`src/hdl/bsp_loc_pkg.sv`:
```
// Shared types and constants for the BSP point leaf locator.
package bsp_loc_pkg;

    // Field widths fixed by the item format
    localparam int CMD_W    = 2;
    localparam int INDEX_W  = 13;
    localparam int CHILD_W  = 14;
    localparam int NORMAL_W = 16;
    localparam int COORD_W  = 24;
    localparam int LEAF_W   = 13;
    localparam int STEPS_W  = 7;

    // Dot product arithmetic: Q15.8 * Q1.14 gives Q.22 terms
    localparam int PROD_W     = COORD_W + NORMAL_W;
    localparam int ACC_W      = PROD_W + 2;
    localparam int DIST_SHIFT = 14;

    // Largest value the step count output can show
    localparam int STEPS_SAT = 127;

    typedef enum logic [CMD_W-1:0] {
        CMD_WRITE_NODE  = 2'd0,
        CMD_WRITE_PLANE = 2'd1,
        CMD_LOCATE      = 2'd2,
        CMD_UNUSED      = 2'd3
    } cmd_t;

    // Which product the shared multiplier forms this cycle
    typedef enum logic [1:0] {
        TERM_X     = 2'd0,
        TERM_Y     = 2'd1,
        TERM_Z     = 2'd2,
        TERM_FLUSH = 2'd3
    } term_t;

    typedef struct packed {
        logic               en;
        term_t              term;
    } dot_ctrl_t;

    typedef struct packed {
        logic [INDEX_W-1:0]        plane_ref;
        logic signed [CHILD_W-1:0] back_child;
        logic signed [CHILD_W-1:0] front_child;
    } node_entry_t;

    typedef struct packed {
        logic signed [NORMAL_W-1:0] normal_z;
        logic signed [NORMAL_W-1:0] normal_y;
        logic signed [NORMAL_W-1:0] normal_x;
        logic signed [COORD_W-1:0]  distance;
    } plane_entry_t;

endpackage

```
`src/hdl/bsp_loc_dot_unit.sv`:
```
// Shared multiply-accumulate unit: forms dot(point, normal) - distance.
module bsp_loc_dot_unit (
    input  logic                                     clk,
    input  bsp_loc_pkg::dot_ctrl_t                   ctrl,
    input  logic signed [bsp_loc_pkg::COORD_W-1:0]   point_x,
    input  logic signed [bsp_loc_pkg::COORD_W-1:0]   point_y,
    input  logic signed [bsp_loc_pkg::COORD_W-1:0]   point_z,
    input  bsp_loc_pkg::plane_entry_t                plane,
    output logic                                     behind
);

    logic signed [bsp_loc_pkg::COORD_W-1:0]  p_sel;
    logic signed [bsp_loc_pkg::NORMAL_W-1:0] n_sel;
    logic signed [bsp_loc_pkg::PROD_W-1:0]   prod_next;
    logic signed [bsp_loc_pkg::PROD_W-1:0]   prod_reg;
    logic signed [bsp_loc_pkg::ACC_W-1:0]    acc_reg;
    logic signed [bsp_loc_pkg::ACC_W-1:0]    acc_next;
    logic signed [bsp_loc_pkg::ACC_W-1:0]    dist_scaled;

    // Pick the operand pair for the multiplier
    always_comb
    begin
        unique case (ctrl.term)
            bsp_loc_pkg::TERM_X:
            begin
                p_sel = point_x;
                n_sel = plane.normal_x;
            end
            bsp_loc_pkg::TERM_Y:
            begin
                p_sel = point_y;
                n_sel = plane.normal_y;
            end
            bsp_loc_pkg::TERM_Z:
            begin
                p_sel = point_z;
                n_sel = plane.normal_z;
            end
            default:
            begin
                p_sel = '0;
                n_sel = '0;
            end
        endcase
    end

    assign prod_next   = p_sel * n_sel;
    assign dist_scaled = bsp_loc_pkg::ACC_W'(plane.distance) <<< bsp_loc_pkg::DIST_SHIFT;

    // Start from minus the distance, then add each product in the cycle after it is formed
    always_comb
    begin
        if (ctrl.term == bsp_loc_pkg::TERM_X)
        begin
            acc_next = -dist_scaled;
        end
        else
        begin
            acc_next = acc_reg + bsp_loc_pkg::ACC_W'(prod_reg);
        end
    end

    // Advance the product and accumulator registers
    always_ff @(posedge clk)
    begin
        if (ctrl.en)
        begin
            prod_reg <= prod_next;
            acc_reg  <= acc_next;
        end
    end

    // Negative difference means the point is behind the plane
    assign behind = acc_reg[bsp_loc_pkg::ACC_W-1];

endmodule

```
`config.mk`:
```
export PLATFORM = sky130hd
export DESIGN_NAME = bsp_loc_dot_unit
export DESIGN_NICKNAME = d
export VERILOG_FILES = /design/src/hdl/bsp_loc_pkg.sv /design/src/hdl/bsp_loc_dot_unit.sv
export SDC_FILE = /design/constraint.sdc
export NUM_CORES = 1
export LEC_CHECK = 0
export CAP_MARGIN = 5
export CORE_MARGIN = 3
export CORE_UTILIZATION = 55
export DETAILED_ROUTE_END_ITERATION = 8
export DONT_BUFFER_PORTS = 1
export PLACE_DENSITY = 0.7
export REMOVE_ABC_BUFFERS = 1
export SLEW_MARGIN = 20
export SYNTH_ARGS = -nofsm -noshare
export SYNTH_HDL_FRONTEND = slang
export SYNTH_SLANG_ARGS = --single-unit
```
`constraint.sdc`:
```
create_clock -name clk -period 21.3 [get_ports clk]
set_input_delay 3.195 -clock clk [delete_from_list [all_inputs] [get_ports clk]]
set_output_delay 3.195 -clock clk [all_outputs]
set_load 0.02 [all_outputs]
```
Word-level counts from Yosys, hierarchy flattened
Cells that the tools add are included.
Cells by class
  $lt $le $gt $ge: 0
  muxes and demuxes: 3
  eq/ne operators: 2
  div/mod/pow operators: 0
  shift operators: 0
  bitwise logic cells: 0
  reduce and logical (&&, ||, !) cells: 1
  multiply operators: 1
  add/subtract/negate cells: 2
Operator list (count)
  one-hot mux 24 bit (3 select lines): 1
  one-hot mux 16 bit (3 select lines): 1
  adder 42 x 40 -> 42 bit: 1
  two-way mux 42 bit: 1
  negation 38 -> 42 bit: 1
  multiplier 24 x 16 -> 40 bit: 1
  equality test 2 x 1 -> 1 bit (second input constant): 1
  equality test 2 bit (second input constant): 1
  logical NOT 2 bit: 1
Storage, ports and cells
  bits of input ports: 148
  memories: 0
  bits in latches: 0
  word-level logic and storage cells: 11
  memory bits (writable): 0
  ROM bits: 0
  register bits after elaboration: 82
  output and inout port bits: 1

Logic depth before layout (Yosys ltp)
Gate-level depths: netlist (run 1).
  depth in word-level cells: 3
  mapped depth: 28
  depth with buffers taken out: 26

Least setup slack after synthesis (run 1)
Ideal clock, no wire load.
  path type: input to register
  start point: input port ctrl[1] (netlist name)
  end point: register prod_reg[38] (netlist name), data pin
  library setup time: 0.262 ns
  data arrival time: 9.905 ns
  setup slack: 11.132 ns
  stages: 26
  cell sequence: buf_2 -> buf_2 -> buf_1 -> mux2i_1 -> o21ai_1 -> nand2_1 -> fa_1 -> inv_1 -> fa_1 -> inv_1 -> fa_1 -> inv_1 -> fa_1 -> fa_1 -> inv_1 -> fa_1 -> inv_1 -> ha_1 -> a211o_1 -> a222oi_1 -> or3_1 -> o2111a_1 -> o21bai_1 -> a21oi_1 -> a21oi_1 -> xor2_1
Between the ends
  longest elaborated chain between the ends: 3
  elaborated cells between the ends (all ways): 6
RTL lines
  start, declared: RTL line bsp_loc_dot_unit.sv:4  | input bsp_loc_pkg::dot_ctrl_t ctrl,
  equality test 2 bit (tied with other cells): RTL line bsp_loc_dot_unit.sv:23  | unique case (ctrl.term)
  one-hot mux 24 bit (3 select lines) or one-hot mux 16 bit (3 select lines) (tied branches): RTL line bsp_loc_dot_unit.sv:23
  multiplier 24 x 16 -> 40 bit (*): RTL line bsp_loc_dot_unit.sv:47  | assign prod_next = p_sel * n_sel;
  named net prod_next, one bit: RTL line bsp_loc_dot_unit.sv:14  | logic signed [bsp_loc_pkg::PROD_W-1:0] prod_next;
  end signal, assigned: RTL line bsp_loc_dot_unit.sv:68  | prod_reg <= prod_next;
  end, declared: RTL line bsp_loc_dot_unit.sv:15  | logic signed [bsp_loc_pkg::PROD_W-1:0] prod_reg;
The timed path passes the listed nets; every way through them passes the cells marked *.
A chain may end at the register's enable or synchronous reset.

Worst setup path after layout (run 1)
  start point: input port ctrl[0] (netlist name)
  end point: register prod_reg[38] (netlist name), data pin
The elaborated chain is that of the path after synthesis.

==> flow_metrics.tcl, run 1 <==
set metrics [dict create \
    die_x_um 198 \
    post-dp-hpwl_um 45300 \
    cts_tree "done" \
    fin_cells 2749 \
    numCtsBuffers 9 \
    grt_pass1_wl_um 87300 \
    yosysUniqueCellTypes 78 \
    drc 0 \
    detail_route.first_pass.iterations 5 \
    grt.overflow.total 0 \
    grt_max_degree 83 \
    synthTopCellsByCount "inv_1, fa_1, nand2_1" \
    fin_area_um2 21100 \
    drt-wirelength-per-cell_um 19.9 \
    antenna_found_initial 0 \
    yosysMostFrequentCell "inv_1" \
    crit_required_ns 21.39 \
    drive_gt1_share_pct 2.84 \
    critPathBufInv 6 \
    seq_area_frac_synth_pct 12.1 \
    largest_register_ffs 42 \
    insertion_delay_ns 0.35 \
    diodes 0 \
    clkSlewWorstSetupHoldPaths_ns 0.06 \
    postCtsSetupBuffers 0 \
    tns_ns 0 \
    worst-setup-path-type "in -> reg" \
    hold_start "acc_reg[0]$_SDFFCE_PN0P_" \
    clock_skew_ns 0.0111 \
    fill_cells 3206 \
    synth-async-reset-ratio_pct 0 \
    critical_path.top_delay_family "adder cells" \
    gp_congestion 0.941 \
    root_buffer "clkbuf_16" \
    worst_setup_path_end_kind "register" \
    synth_edf_count 82 \
    post-route-min-period_ns 10.71 \
    place_inst 2734 \
    cp-start-kind "input port" \
    drtIter0Drc 1052 \
    dieHeight_um 198 \
    die-area_um2 39300 \
    worst_path_most_repeated_cell "fa_1" \
    syn_inst 2327 \
    hold_class "reg -> reg" \
    syn_to_final_growth_pct 3.48 \
    critPathMaxStageDelay_ns 0.59 \
    ff_latch_area_um2 2460 \
    setup_viol 0 \
    fin_crit_sh_pct 50.3 \
    hold_viol_final 0 \
    syn_avg_cell_area_um2 8.74 \
    final_max_slew_viol_count 0 \
    r2r-start "prod_reg[0]$_DFFE_PP_" \
    grt_usage_pct 28.7 \
    rsz0062_at_grt "no" \
    synth_top_cell_area_share_pct 36.9 \
    drv_cap 0 \
    arrival_ns 10.80 \
    cp_slowest_cell "clkinv_1" \
    nets 2948 \
    fmax_ghz 0.0934 \
    initial_utilization_pct 56.5 \
    status "finished, final reports clean" \
    clock_sinks 82 \
    synthesis.area_um2 20300 \
    num_rows 69 \
    synthTopCellsByArea "fa_1, edfxtp_1, inv_1, ha_1, nand2_1" \
    via_count 15800 \
    core_um2 36000 \
    worstPathMaxFanout 68 \
    htreeDepth 3 \
    synth_top_area_cell "fa_1" \
    yosysWarnings 0 \
    place_area_um2 20800 \
    cts_resized 0 \
    ys_ff_latch 82 \
    multi_input_area_um2 15800 \
    viasPerCell 5.74 \
    ios 149 \
    cts_buffer_depth 2 \
    synthFlopType "edfxtp_1" \
    cts_hold_buf 0 \
    io_buffers 0 \
    worstMarginPinSlew_ns 1.10 \
    slew_headroom_pct 26.4 \
    crit_start "ctrl[0]" \
    antenna_left 0 \
    grt_pass1_vias 16400 \
    routed_wl_um 54800 \
]
cell usage in the layout (no fill, tap or decap), types with 44 or more instances in the layout:
master,count
inv_1,483
fa_1,375
nand2_1,270
nor2_1,262
ha_1,140
a21oi_1,116
edfxtp_1,82
a21o_1,53
xnor2_1,52
o21ai_0,44
tightest hold or removal path, cell delays in order (launching register included):
cell      delay (ns)
edfxtp_1        0.32
ha_1            0.11
and2_1          0.11
final cells by class:
type / instances / share of cell area [%]
Multi-Input combinational cell: 1684 / 74.9
Sequential cell: 82 / 11.7
Tap cell: 461 / 2.74
Clock buffer: 9 / 1.07
Inverter: 485 / 8.65
Clock inverter: 5 / 0.155
Timing Repair Buffer: 23 / 0.820
path summary, 6_finish.rpt:
| kind | end | slack, ns | cells after the start |
|---|---|---|---|
| max | prod_reg[38]$_DFFE_PP_ | 10.59 | 25 |
| max reg2reg | acc_reg[38]$_DFFE_PP_ | 18.06 | 11 |
| min reg2reg | acc_reg[0]$_SDFFCE_PN0P_ | 0.65 | 2 |
| min | acc_reg[0]$_SDFFCE_PN0P_ | 0.65 | 2 |
logic make-up (layout without fill, tap and decap cells):
| family | after synthesis | in the layout | share of synthesized area [%] |
|---|---|---|---|
| compound gates | 353 | 353 | 11.5 |
| fa+ha+maj | 515 | 515 | 45.5 |
| xor+xnor | 85 | 85 | 3.66 |
| simple gates | 686 | 686 | 14.5 |
| buf+inv | 561 | 522 | 10.5 |
| flops | 82 | 82 | 12.1 |
| mux | 45 | 45 | 2.24 |
stage by stage:
stage / setup WS (ns) / hold slack (ns) / util [%]
after floorplan: 10.05 / 0.609 / -
after detailed placement: 10.33 / 0.636 / 57.7
after global routing: 10.08 / 0.692 / 58.5
final: 10.59 / 0.646 / 58.5
after CTS: 10.68 / 0.656 / 58.5
after global placement: 10.51 / 0.630 / 57.7
layer usage:
| metal | global-route usage [%] | vias up | wire (um) |
|---|---|---|---|
| li1 | - | 7264 | - |
| met1 | 40.7 | 7731 | 23900 |
| met2 | 45.1 | 696 | 24200 |
| met3 | 5.22 | 102 | 4810 |
| met4 | 9.04 | 0 | 1920 |
| met5 | 0 | - | 0 |
Power of run 1 is left out: the tool's default activity adds up to more than one toggle a clock period on the data nets, which glitch-free logic cannot reach.
==> run 2, diff against run 1 <==
ABC_AREA = 1   (was unset)
PLACE_DENSITY = 0.73   (was 0.7)
clock period = 9.01 ns   (was 21.3 ns; I/O delays follow)
==> run 2 against run 1 <==
Effect of this change:
- clock-buffer cell count is the same
- critical path depth fell by 4
- cell area up 11%
- global-route usage grew 0.34 points
- flip-flop and latch count unchanged
- core utilization down 0.30 points
- worst hold slack better by 0.042 ns
- register-to-register slack worse by 12 ns
- critical path type unchanged
- largest cell class unchanged
==> flow_metrics.tcl, run 2 <==
set metrics [dict create \
    synth.mux.area_fraction_pct 0 \
    antenna_found_initial 0 \
    die_x_um 208 \
    htreeDepth 3 \
    worstMarginPinSlew_ns 0.941 \
    synthFlopType "edfxtp_1" \
    hold_class "reg -> reg" \
    fin_ws_ns 0.975 \
    cts_resized 0 \
    worst-setup-path-type "in -> reg" \
    antenna_left 0 \
    arrival_ns 8.15 \
    cp_slowest_cell "fa_1" \
    setup_viol 0 \
    worst_setup_path_end_kind "register" \
    rsz0062_at_grt "no" \
    nets 3834 \
    synthesis.area_um2 22500 \
    routed_wl_um 61500 \
    grt.overflow.total 0 \
    synth-compound-area-share_pct 3.87 \
    status "finished, final reports clean" \
    core_um2 40100 \
    hold_start "acc_reg[0]$_SDFFCE_PN0P_" \
    synthAdderAreaFrac_pct 41.1 \
    final_max_slew_viol_count 0 \
    grt_pass1_wl_um 102000 \
    insertion_delay_ns 0.35 \
    detail_route.first_pass.iterations 6 \
    min_delay_worst_endpoint "acc_reg[0]$_SDFFCE_PN0P_" \
    root_buffer "clkbuf_16" \
    yosysUniqueCellTypes 43 \
    diodes 0 \
    fill_cells 3818 \
    clkSlewWorstSetupHoldPaths_ns 0.07 \
    rrSetupSlack_ns 6.31 \
    cp-start-kind "input port" \
    drtIter0Drc 1336 \
    r2r_end "acc_reg[30]$_DFFE_PP_" \
    layout_commonest_cell "nand2_1" \
    seq_area_frac_synth_pct 10.9 \
    ff_latch_area_um2 2460 \
    yosysWarnings 0 \
    via_count 19300 \
    hold_viol_final 0 \
    drc 0 \
    clock_sinks 82 \
    ys_ff_latch 82 \
    tns_ns 0 \
    drive_gt1_share_pct 2.71 \
    numCtsBuffers 9 \
    post-route-min-period_ns 8.03 \
    crit_chain "nor2_4, nand2_1, nand3_1, nand2_1, fa_1, inv_1, fa_1, fa_1, fa_1, fa_1, inv_1, fa_1, inv_1, ha_1, inv_1, nor3_1, nand2_1, nor2_1, nand3_1, nand4_1, nand2_1" \
    r2r-start "prod_reg[0]$_DFFE_PP_" \
    slew_headroom_pct 37.1 \
    grt_pass1_vias 20400 \
    cts_buffer_depth 2 \
    cts_hold_buf 0 \
    gp_congestion 1.02 \
    grt_max_degree 83 \
    postCtsSetupBuffers 0 \
    worstPathMaxFanout 36 \
    die-area_um2 43400 \
    dp_slack_ns 0.615 \
    syn_to_final_growth_pct 3.56 \
    synth_top_cell_area_share_pct 33.3 \
    synth-xor-area-share_pct 1.75 \
    fmax_ghz 0.124 \
    clock_skew_ns 0.0134 \
    critPathMaxStageDelay_ns 0.74 \
    rr_worst_depth 15 \
    yosysMostFrequentCell "nand2_1" \
    syn_avg_cell_area_um2 7.03 \
    multi_input_area_um2 16400 \
    yosys.area_share.simple_pct 25.9 \
    mostFrequentLayoutCells "nand2_1, inv_1, fa_1, nor2_1, ha_1" \
    initial_utilization_pct 56.2 \
    worst_path_most_repeated_cell "fa_1" \
    largest_register_ffs 42 \
    syn_inst 3204 \
    post-dp-hpwl_um 53100 \
    drt-wirelength-per-cell_um 16.6 \
    grt_usage_pct 29.0 \
    drv_cap 0 \
    viasPerCell 5.23 \
    synth_top_area_cell "fa_1" \
    crit_required_ns 9.12 \
    ios 149 \
    fin_crit_sh_pct 89.2 \
    synth_edf_count 82 \
    cts_tree "done" \
    synth-async-reset-ratio_pct 0 \
    hold_depth 3 \
    dieHeight_um 208 \
    num_rows 73 \
    io_buffers 0 \
    synth_top_family_by_area "adder cells" \
    synthTopCellsByCount "nand2_1, inv_1, fa_1" \
    synthTopCellsByArea "fa_1, nand2_1, inv_1, edfxtp_1, ha_1" \
]
-- run 2: cell types whose count changed in the layout (fill, tap and decap cells not counted), moves of 14 or more --
| cell | delta |
|---|---|
| mux2i_1 | -40 |
| o21ai_1 | -18 |
| xnor2_1 | -41 |
| a21o_1 | -47 |
| nand3_1 | +111 |
| nand2_1 | +773 |
| and3_1 | -14 |
| inv_1 | +396 |
| nor2_1 | -70 |
| a21oi_1 | -39 |
| o21a_1 | -18 |
-- run 2: cell type report --
type                            count  area share (%)
Inverter                          886            14.3
Multi-Input combinational cell   2162            70.2
Clock inverter                      7           0.252
Clock buffer                        9           0.966
Timing Repair Buffer               30           0.966
Sequential cell                    82            10.6
Tap cell                          525            2.82
-- run 2: layer usage --
metal  share of wire, %  vias to the layer above  wire length [um]  global-route usage (%)
li1                   -                     9228                 -                       -
met1                 41                     9323             25400                    37.4
met2                 50                      666             30900                    51.9
met3                5.2                      122              3190                    2.43
met4                3.4                        0              2120                    9.28
met5                  0                        -                 0                       0
-- run 2: how the worst max path moves through the flow --
stage                  from                endpoint  slack (ns)
detailed placement  ctrl[0]  prod_reg[38]$_DFFE_PP_        0.61
CTS                 ctrl[0]  prod_reg[38]$_DFFE_PP_        0.98
global route        ctrl[0]  prod_reg[32]$_DFFE_PP_        0.43
finish              ctrl[0]  prod_reg[38]$_DFFE_PP_        0.98
floorplan           ctrl[1]  prod_reg[38]$_DFFE_PP_        1.21
global placement    ctrl[0]  prod_reg[33]$_DFFE_PP_        0.76
-- run 2: kinds of logic (layout without fill, tap and decap cells) --
logic type,after synthesis,after routing
AOI/OAI and AO/OA,153,153
xor gates and xnor gates,45,45
adders and majority gates,515,515
buffers and inverters,960,932
DFF,82,82
and+or+nand+nor,1449,1449
-- run 2: worst max-delay path: cells and delay by family --
kind	cells	cell delay, ns
adder cells (fa/ha/maj)	7	4.06
AND/OR/NAND/NOR	10	2.36
buffers and inverters	4	0.34
-- run 2: per-stage QoR --
stage | util (%) | area, um^2 | hold WS, ns | cells
finish | 58.2 | 23300 | 0.688 | 3701
global route | 58.2 | 23300 | 0.733 | 3701
CTS | 58.2 | 23300 | 0.706 | 3701
detailed placement | 57.5 | 23000 | 0.687 | 3685
global placement | 57.5 | 23000 | 0.642 | 3685
floorplan | - | 22200 | 0.630 | 3130
Power of run 2 is left out for the same reason.
